File: config.mk
export PLATFORM = sky130hd
export DESIGN_NAME = r2ifft_ram
export DESIGN_NICKNAME = d
export VERILOG_FILES = /design/src/design/r2ifft_ram.sv
export SDC_FILE = /design/constraint.sdc
export NUM_CORES = 2
export LEC_CHECK = 0
export ABC_AREA = 1
export BUFFER_PORTS_ARGS = -buffer_cell sky130_fd_sc_hd__clkbuf_2
export CAP_MARGIN = 5
export CORE_ASPECT_RATIO = 0.75
export CORE_MARGIN = 2
export CORE_UTILIZATION = 50
export CTS_CLUSTER_SIZE = 25
export DETAILED_ROUTE_END_ITERATION = 12
export HOLD_SLACK_MARGIN = 0.15
export PLACE_DENSITY = 0.61
export SYNTH_ARGS = -nofsm -noshare
export SYNTH_HDL_FRONTEND = slang
export SYNTH_SLANG_ARGS = --single-unit
File: constraint.sdc
create_clock -name clock -period 5.2 [get_ports clock]
set_input_delay 0.26 -clock clock [delete_from_list [all_inputs] [get_ports clock]]
set_output_delay 0.26 -clock clock [all_outputs]
set_load 0.01 [all_outputs]
File: src/design/r2ifft_ram.sv
// ----------------------------------------------------------------------------
// r2ifft_ram - generic single port RAM
// One write or read per cycle, registered read data.
// ----------------------------------------------------------------------------
module r2ifft_ram #(
   parameter int Width = 32,
   parameter int Depth = 64
) (
   input  logic                     clock,
   input  logic                     wr_en,
   input  logic [$clog2(Depth)-1:0] addr,
   input  logic [Width-1:0]         wr_data,
   output logic [Width-1:0]         rd_data
);
   logic [Width-1:0] mem_ff [Depth];
   logic [Width-1:0] rd_ff;

   always_ff @(posedge clock) begin
      if (wr_en) mem_ff[addr] <= wr_data;
      rd_ff <= mem_ff[addr];
   end
   assign rd_data = rd_ff;
endmodule

==> flow_summary.toml <==
[synth]
syn_area_mm2 = 0.0865
yosysSeqAreaShare = 0.718
synth_cell_types = 21
yosysMostFrequentCell = "nand2_1"
synth-edff-count = 2048
syn_nets = 8480
ys_ff_latch = 2080
syn_inst = 8440
ys_top_cells_by_area = "edfxtp_1 (71%), nand2_1 (25%), buf_2 (1.4%)"
yosysTopAreaCell = "edfxtp_1"
ys.flop_type = "edfxtp_1"
yosys_warnings = 0
synth_top_area_frac = 0.711
synth_commonest_cells = "nand2_1 (5728), edfxtp_1 (2048), buf_2 (244), nor2_1 (137), clkbuf_1 (136)"
async_flop_share = 0
syn_area_per_cell_um2 = 10.2

[placed_design]
place_ws_ps = 1790
placement.io_buffers = 71
place_congestion = 0.932
dp.cells = 10500
dp_hpwl_um = 145000

[floorplanning]
dieArea_mm2 = 0.176
ios = 72
placementRows = 132
initial_core_util = 0.502
dieHeight_um = 364
core_area_mm2 = 0.172
die_x_um = 484

[setup_path]
critical_path.cell_chain = "dlygate4sd3_1 -> buf_8 -> inv_8 -> nor2_1 -> nand3_1 -> buf_4 -> nor2_4"
cpPeakStageDelay_ps = 870
critPathLaunchType = "input port"
cp.required_ps = 5660
cp_slowest_cell = "nor2_4"
crit_family = "simple AND/OR/NAND/NOR gates"
path_max_fanout = 77
r2r_slack_ps = 3110
path_buf_inv = 4
arrival_ps = 3570
critPathKind = "input port to flip-flop"
end_kind = "flip-flop"

[global_route]
grt_pass1_wl_um = 372000
antenna_found_initial = 13
grt.overflow.total = 0
grt_max_degree = 173
grt_pass1_vias = 54000
grt_usage = 0.289

[detailed_routing]
totalWireLength_um = 256000
wl_per_cell_um = 23.4
ant_nets = 0
via_count = 58300
drt_first_iter_violations = 7274
drt_first_pass_iters = 6
via_per_inst = 5.34
drc = 0

[pwr]
power.density_mw_per_mm2 = 367
p_int_uw = 27100
p_sw_uw = 8220
leakage_uw = 0.0401
comb_power_share = 0.066
swShare = 0.232
ir_worst_vdd_mv = 0.291
p_seq_frac = 0.527
power.share.clock = 0.407

[clock_tree]
cts_made_buffers = 199
clk_pin_slew_worst_paths_ps = 60
clkSinkCount = 2080
clock_path_buffers = 3
cts_root_buf = "clkbuf_16"
tritoncts = "built"
clock_latency_ps = 850
h-tree-depth = 4

[timing]
tns_ps = 0
finalHoldViolations = 0
max_slew_margin = 0.121
post-route-period-util = 0.599
clock_skew_ps = 41.9
slew_violations = 0
setup_ws_ps = 2080
tightest_slew_ps = 1320
finalCriticalPeriod_ps = 3120
setup_viol_count_final = 0
rsz0062_at_grt = "no"
clock.fmax_ghz = 0.321

[finish]
final_nets = 8504
drive_above_1_share = 0.0688
area_growth_pct = 11.3
final_util = 0.559
final_cells = 10900

[run_status]
outcome = "finished clean"

[run]
drv_cap = 0

[hold_path]
hold_path.class = "input port to flip-flop"
==> metrics by stage <==
step                hold WS (ps)  instance area [um2]  power [uW]
floorplan                    359                86500       20200
finish                       182                96300       35400
detailed placement           537                89700       21300
global placement             539                89700       21300
global route                 187                96300       36400
CTS                          153                96300       35500
==> worst reg2reg max path: cells and delay by family (launching register included) <==
| family | cells | cell delay, ps |
|---|---|---|
| simple gates | 10 | 1590 |
| flops | 1 | 350 |
==> path summary, 6_finish.rpt <==
kind                            start                        to  depth (start not counted)
min                        wr_data[8]   mem_ff[59][8]$_DFFE_PP_                          2
max                           addr[2]  mem_ff[60][26]$_DFFE_PP_                          7
min reg2reg  mem_ff[39][30]$_DFFE_PP_       rd_data[30]$_DFF_P_                          7
max reg2reg  mem_ff[35][18]$_DFFE_PP_       rd_data[18]$_DFF_P_                         10
==> flip-flops by register name, indices dropped and copies added (netlist names) <==
signal / count
mem_ff: 2048
rd_data: 32
==> logic make-up after synthesis <==
| logic type | count (synthesis) | share of synthesized area |
|---|---|---|
| AOI/OAI and AO/OA | 12 | 0.000839 |
| buffers and inverters | 452 | 0.0240 |
| DFF | 2080 | 0.718 |
| and+or+nand+nor | 5896 | 0.257 |
==> layout make-up <==
type,count,area (um2)
fillers,14600,75900
clock inverters,107,968
inverters,30,135
repair buffers,245,2010
flip-flops and latches,2080,62100
diodes,6,15.0
multi-input cells,5908,22800
well taps,2278,2850
clock buffers,263,5390
==> per-layer routing <==
layer,global-route usage,routed length (um),share of wire,vias up
li1,-,-,-,27300
met1,0.424,111000,0.43,28200
met2,0.427,112000,0.44,2437
met3,0.0664,24800,0.097,341
met4,0.0968,8330,0.033,6
met5,0,34,0.00013,-
==> layout by cell type (no fill, tap or decap), types with 19 or more instances in the layout <==
cell type,count
dlygate4sd3_1,21
dfxtp_1,32
nand2_1,5728
clkinv_2,38
clkinv_1,38
clkbuf_16,204
buf_4,132
buf_12,21
nor2_1,75
clkbuf_2,49
nor2_4,62
buf_2,19
edfxtp_1,2048
clkbuf_1,53
==> repair_timing <==
item | in CTS | in global routing
hold endpoints to repair | 379 | 0
gates resized for setup | 0 | 0
hold buffers | 21 | 0
endpoints found under the setup margin | 0 | 0
buffers inserted | 0 | 0
==> power by group through the flow <==
stage / Sequential [uW] / Clock [uW] / Combinational (uW)
after floorplan: 19000 / 0 / 1180
after global placement: 19000 / 0 / 2280
after detailed placement: 19000 / 0 / 2290
after CTS: 18600 / 14500 / 2320
after global routing: 18600 / 15200 / 2540
final: 18600 / 14400 / 2330
(Power assumes the default switching activity.)
