$ cat config.mk
export PLATFORM = sky130hd
export DESIGN_NAME = r2ifft_bfly
export DESIGN_NICKNAME = d
export VERILOG_FILES = /design/src/design/r2ifft_pkg.sv /design/src/design/r2ifft_bfly.sv
export SDC_FILE = /design/constraint.sdc
export NUM_CORES = 2
export LEC_CHECK = 0
export BUFFER_PORTS_ARGS = -buffer_cell sky130_fd_sc_hd__buf_2
export CAP_MARGIN = 10
export CORE_UTILIZATION = 65
export CTS_CLUSTER_DIAMETER = 40
export DETAILED_ROUTE_END_ITERATION = 7
export PLACE_DENSITY = 0.82
export SLEW_MARGIN = 20
export SYNTH_ARGS = -nofsm -noshare
export SYNTH_HDL_FRONTEND = slang
export SYNTH_SLANG_ARGS = --single-unit
$ cat constraint.sdc
create_clock -name clock -period 14.5 [get_ports clock]
set_clock_uncertainty 0.05 [all_clocks]
set_input_delay 0.725 -clock clock [delete_from_list [all_inputs] [get_ports clock]]
set_output_delay 0.725 -clock clock [all_outputs]
set_load 0.01 [all_outputs]
$ cat src/design/r2ifft_pkg.sv
// ----------------------------------------------------------------------------
// r2ifft_pkg - shared constants, types and functions of the inverse FFT core
// Sizes, state codes, twiddle table and the butterfly bus types.
// ----------------------------------------------------------------------------
package r2ifft_pkg;

   localparam int MaxPoints = 64;
   localparam int AddrBits  = 6;
   localparam int DataBits  = 16;
   localparam int WordBits  = 2 * DataBits;
   localparam int LogBits   = 3;
   localparam int CntBits   = AddrBits + 1;

   // sequencer states
   localparam logic [2:0] ST_LOAD  = 3'd0;
   localparam logic [2:0] ST_REV   = 3'd1;
   localparam logic [2:0] ST_BFLY  = 3'd2;
   localparam logic [2:0] ST_OUT   = 3'd3;

   // butterfly unit phases
   localparam logic [2:0] PH_RD_A  = 3'd0;
   localparam logic [2:0] PH_RD_B  = 3'd1;
   localparam logic [2:0] PH_MUL   = 3'd2;
   localparam logic [2:0] PH_WR_P  = 3'd3;
   localparam logic [2:0] PH_WR_Q  = 3'd4;

   typedef logic signed [DataBits-1:0] sample_type;

   typedef struct packed {
      logic signed [DataBits:0] wc;
      logic signed [DataBits:0] ws;
   } twiddle_type;

   // quarter wave cosine table, 17 entries
   function automatic logic [15:0] quarter_cos(input logic [4:0] k);
      logic [15:0] v;
      case (k)
         5'd0:  v = 16'd32767;
         5'd1:  v = 16'd32610;
         5'd2:  v = 16'd32138;
         5'd3:  v = 16'd31357;
         5'd4:  v = 16'd30274;
         5'd5:  v = 16'd28899;
         5'd6:  v = 16'd27246;
         5'd7:  v = 16'd25330;
         5'd8:  v = 16'd23170;
         5'd9:  v = 16'd20788;
         5'd10: v = 16'd18205;
         5'd11: v = 16'd15447;
         5'd12: v = 16'd12540;
         5'd13: v = 16'd9512;
         5'd14: v = 16'd6393;
         5'd15: v = 16'd3212;
         default: v = 16'd0;
      endcase
      return v;
   endfunction

   // exp(+j*2*pi*k/64) for k in 0..31
   function automatic twiddle_type twiddle(input logic [4:0] k);
      twiddle_type w;
      if (k <= 5'd16) begin
         w.wc = $signed({1'b0, quarter_cos(k)});
         w.ws = $signed({1'b0, quarter_cos(5'd16 - k)});
      end else begin
         w.wc = -$signed({1'b0, quarter_cos(5'd0 - k)});
         w.ws = $signed({1'b0, quarter_cos(k - 5'd16)});
      end
      return w;
   endfunction

   // saturate a widened value to the sample range
   function automatic sample_type sat(input logic signed [DataBits+1:0] v);
      sample_type r;
      if (v > $signed({{3{1'b0}}, {(DataBits-1){1'b1}}}))
         r = {1'b0, {(DataBits-1){1'b1}}};
      else if (v < $signed({{3{1'b1}}, {(DataBits-1){1'b0}}}))
         r = {1'b1, {(DataBits-1){1'b0}}};
      else
         r = v[DataBits-1:0];
      return r;
   endfunction

   // butterfly unit control
   typedef struct packed {
      logic                start;
      logic [AddrBits-1:0] p_addr;
      logic [AddrBits-1:0] q_addr;
      logic [4:0]          tw_index;
   } bfly_cmd_type;

endpackage

$ cat src/design/r2ifft_bfly.sv
// ----------------------------------------------------------------------------
// r2ifft_bfly - shared butterfly unit
// Reads a and b, multiplies b by the twiddle, writes both halved outputs.
// ----------------------------------------------------------------------------
module r2ifft_bfly (
   input  logic                                clock,
   input  logic                                reset,
   input  r2ifft_pkg::bfly_cmd_type            cmd,
   output logic                                busy,
   output logic                                done,
   output logic                                mem_wr,
   output logic [r2ifft_pkg::AddrBits-1:0]     mem_addr,
   output logic [r2ifft_pkg::WordBits-1:0]     mem_wdata,
   input  logic [r2ifft_pkg::WordBits-1:0]     mem_rdata
);
   localparam int D = r2ifft_pkg::DataBits;

   logic [2:0] ph_ff, ph_in;
   logic       act_ff, act_in;
   logic [r2ifft_pkg::AddrBits-1:0] p_ff, q_ff;
   logic [4:0] k_ff;
   logic signed [D-1:0] ar_ff, ai_ff, br_ff, bi_ff;
   logic signed [D:0]   tr_ff, ti_ff;
   logic signed [2*D+2:0] sr, si;
   r2ifft_pkg::twiddle_type w;
   logic signed [D+1:0] sum_r, sum_i, dif_r, dif_i;

   // phase sequencer: start cycle reads p, then q, multiply, write p, write q
   always_comb begin
      act_in = act_ff;
      ph_in  = ph_ff;
      if (!act_ff) begin
         if (cmd.start) begin
            act_in = 1'b1;
            ph_in  = r2ifft_pkg::PH_RD_A;
         end
      end else begin
         case (ph_ff)
            r2ifft_pkg::PH_RD_A: ph_in = r2ifft_pkg::PH_RD_B;
            r2ifft_pkg::PH_RD_B: ph_in = r2ifft_pkg::PH_MUL;
            r2ifft_pkg::PH_MUL:  ph_in = r2ifft_pkg::PH_WR_P;
            r2ifft_pkg::PH_WR_P: ph_in = r2ifft_pkg::PH_WR_Q;
            default:             act_in = 1'b0;
         endcase
      end
   end

   always_ff @(posedge clock) begin
      if (reset) begin
         act_ff <= 1'b0;
         ph_ff  <= r2ifft_pkg::PH_RD_A;
      end else begin
         act_ff <= act_in;
         ph_ff  <= ph_in;
      end
   end

   assign busy = act_ff;
   assign done = act_ff && (ph_ff == r2ifft_pkg::PH_WR_Q);

   // twiddle product, rounded at bit 15
   assign w  = r2ifft_pkg::twiddle(k_ff);
   assign sr = br_ff * w.wc - bi_ff * w.ws + (2*D+3)'(16384);
   assign si = br_ff * w.ws + bi_ff * w.wc + (2*D+3)'(16384);

   // datapath registers; a arrives in RD_A, b in RD_B
   always_ff @(posedge clock) begin
      if (!act_ff && cmd.start) begin
         p_ff <= cmd.p_addr;
         q_ff <= cmd.q_addr;
         k_ff <= cmd.tw_index;
      end
      if (act_ff && ph_ff == r2ifft_pkg::PH_RD_A) begin
         ar_ff <= mem_rdata[2*D-1:D];
         ai_ff <= mem_rdata[D-1:0];
      end
      if (act_ff && ph_ff == r2ifft_pkg::PH_RD_B) begin
         br_ff <= mem_rdata[2*D-1:D];
         bi_ff <= mem_rdata[D-1:0];
      end
      if (act_ff && ph_ff == r2ifft_pkg::PH_MUL) begin
         tr_ff <= (D+1)'(sr >>> 15);
         ti_ff <= (D+1)'(si >>> 15);
      end
   end

   // product needs one bit more than a sample; sums two more
   assign sum_r = (D+2)'(ar_ff) + (D+2)'(tr_ff) + (D+2)'(1);
   assign sum_i = (D+2)'(ai_ff) + (D+2)'(ti_ff) + (D+2)'(1);
   assign dif_r = (D+2)'(ar_ff) - (D+2)'(tr_ff) + (D+2)'(1);
   assign dif_i = (D+2)'(ai_ff) - (D+2)'(ti_ff) + (D+2)'(1);

   // memory port
   always_comb begin
      mem_wr    = 1'b0;
      mem_addr  = p_ff;
      mem_wdata = '0;
      if (!act_ff) begin
         mem_addr = cmd.p_addr;
      end else begin
         case (ph_ff)
            r2ifft_pkg::PH_RD_A: mem_addr = q_ff;
            r2ifft_pkg::PH_WR_P: begin
               mem_wr    = 1'b1;
               mem_addr  = p_ff;
               mem_wdata = {r2ifft_pkg::sat(sum_r >>> 1), r2ifft_pkg::sat(sum_i >>> 1)};
            end
            r2ifft_pkg::PH_WR_Q: begin
               mem_wr    = 1'b1;
               mem_addr  = q_ff;
               mem_wdata = {r2ifft_pkg::sat(dif_r >>> 1), r2ifft_pkg::sat(dif_i >>> 1)};
            end
            default: mem_addr = p_ff;
         endcase
      end
   end
endmodule

==> impl_metrics.json <==
{
  "final_nets": 6584,
  "cp_slowest_cell": "edfxtp_1",
  "clkTransAtPathRegs_ns": 0.07,
  "layout-area-overhead-vs-synth_pct": 4.28,
  "layout-drive-gt1-share": 0.0539,
  "clockRootBuffer": "clkbuf_16",
  "hpwl_um": 96000,
  "synth_area_um2": 46600,
  "synth-seq-cells": 134,
  "ant_nets": 0,
  "initial_utilization": 0.661,
  "die_h_um": 270,
  "num_vias": 34600,
  "finalSetupViolCount": 0,
  "fin_crit_sh": 0.869,
  "relSlewSlack": 0.305,
  "yosysWarnings": 0,
  "antenna_found_initial": 5,
  "final_max_slew_viol_count": 0,
  "synthXorXnorAreaFrac": 0.0248,
  "dieArea_um2": 72700,
  "vias_per_cell": 5.77,
  "die_w_um": 270,
  "place_congestion": 1.01,
  "tightest_slew_ns": 1.04,
  "wl_um": 122000,
  "ys.flop_type": "edfxtp_1",
  "netlist_instances": 5100,
  "grt_pass1_vias": 37200,
  "syn-num-nets": 6632,
  "crit_top_cell": "fa_1",
  "synth_cell_type_count": 84,
  "drt_pre_antenna_iters": 6,
  "critPathLaunchType": "flip-flop",
  "cts_sinks": 134,
  "cp_max_fo": 27,
  "drv_cap": 0,
  "postLayoutCellArea_um2": 48600,
  "synth_compound_area_frac": 0.0589,
  "synth_mux_area_frac": 0.00357,
  "min_path_type": "input port to flip-flop",
  "drt_iter0_markers": 3167,
  "cts_tree": "done",
  "crit_required_ns": 14.65,
  "place_area_um2": 48000,
  "num_rows": 97,
  "ctsResizeCount": 0,
  "synth-edff-count": 115,
  "worstPathArrival_ns": 12.75,
  "hold_viol_final": 0,
  "clkLatencyLatePin_ns": 0.45,
  "cts-buffers-inserted": 17,
  "ctsHoldBuffers": 0,
  "synth_top_family_by_area": "adder cells",
  "io_pins": 93,
  "drc_errors": 0,
  "status": "finished clean",
  "grt.total_usage": 0.349,
  "yosysSeqAreaShare": 0.0823,
  "yosys.area_share.simple": 0.143,
  "numPortBuffers": 92,
  "grt_pass1_wl_um": 197000,
  "fmax_ghz": 0.0793,
  "cts_setup_buffers": 0,
  "core-area_um2": 70500,
  "finalSetupTns_ns": 0,
  "grt_max_degree": 42,
  "setup.worst_path.class": "flip-flop to flip-flop",
  "htreeDepth": 4,
  "gr-total-overflow": 0,
  "wl_per_cell_um": 20.3,
  "syn_area_per_cell_um2": 9.13,
  "slowest_delay_ns": 0.79,
  "finalCriticalPeriod_ns": 12.61,
  "synthAdderAreaFrac": 0.560,
  "clockBufferDepth": 2,
  "rsz0062_at_grt": "false",
  "end_kind": "flip-flop",
  "synth_async_sr_flop_share": 0
}
[layout make-up]
class	instances	area, µm²
antenna	1	2.50
clock buffer	17	425
clock inverter	15	178
fill	5244	21900
inverter	1338	5020
multi-input combinational	3394	36900
sequential	134	3830
tap	940	1180
timing repair buffer	167	1020
[through the flow]
step                      setup slack [ns]   util  hold WS [ns]  std cells
after global placement                2.45  0.680         0.489       5973
after CTS                             2.13  0.689         0.388       6005
after global routing                  1.41  0.689         0.388       6005
after floorplan                       4.33      -         0.465       5100
after detailed placement              2.27  0.680         0.491       5973
final                                 1.89  0.689         0.394       6006
[cells in the mapped netlist, drive strengths merged, types with 9 or more instances]
library cell / n / area [µm²]
nand2: 582 / 2180
nand3: 23 / 115
a31oi: 17 / 113
nor2: 141 / 529
buf: 18 / 95.1
or3: 10 / 62.6
nor2b: 19 / 119
fa: 1008 / 20200
inv: 1336 / 5010
ha: 472 / 5910
dfxtp: 19 / 380
clkbuf: 216 / 811
and2: 470 / 2940
xor2: 31 / 279
nand2b: 13 / 81.3
a21o: 51 / 384
and3: 17 / 106
o221ai: 12 / 105
xnor2: 97 / 876
a21oi: 125 / 641
a211oi: 11 / 87.6
o21ai: 68 / 340
mux2i: 12 / 133
a22o: 9 / 78.8
o22ai: 12 / 75.1
o211ai: 27 / 203
o21bai: 22 / 169
or2: 31 / 194
nor3: 28 / 151
o21a: 13 / 97.6
edfxtp: 115 / 3450
[cell usage in the layout (no fill, tap or decap), types with 75 or more instances in the layout]
cell type,Yosys,layout
fa_1,1008,1008
nor2_1,141,139
buf_4,1,75
nand2_1,582,582
and2_1,470,470
ha_1,472,472
xnor2_1,95,95
edfxtp_1,115,115
a21oi_1,121,121
inv_1,1334,1334
buf_2,13,92
[final timing paths]
path,startpoint,endpoint,slack [ns],depth (start not counted)
hold / removal,cmd[8],q_ff[3],0.39,1
setup reg to reg,k_ff[0],ti_ff[15],1.89,38
setup / recovery,k_ff[0],ti_ff[15],1.89,38
hold reg to reg,ph_ff[1],ph_ff[1],0.51,2
[kinds of logic (layout without fill, tap and decap cells)]
group                      after synthesis  after routing
other                                    0              1
adders and majority gates             1481           1481
xor gates and xnor gates               128            128
AOI/OAI and AO/OA                      416            416
muxes                                   14             14
DFF                                    134            134
buffers and inverters                 1572           1537
and+or+nand+nor                       1355           1355
[layer usage]
metal / vias to the layer above / share of wire / global-route usage
li1: 15000 / - / -
met2: 1781 / 0.47 / 0.573
met1: 17400 / 0.37 / 0.444
met4: 4 / 0.063 / 0.177
met5: - / 0.00020 / 0
met3: 490 / 0.099 / 0.0663
[critical path, delay by kind of cell (launching register included)]
kind / cells / cell delay (ns)
compound gates: 9 / 2.46
xor+xnor: 2 / 0.62
fa+ha+maj: 11 / 5.27
buf+inv: 7 / 1.08
flops: 1 / 0.79
mux: 3 / 0.89
simple gates: 6 / 1.16
Power is not shown: default switching activity piles up to over one toggle a cycle in this logic, so the estimate is an artifact.
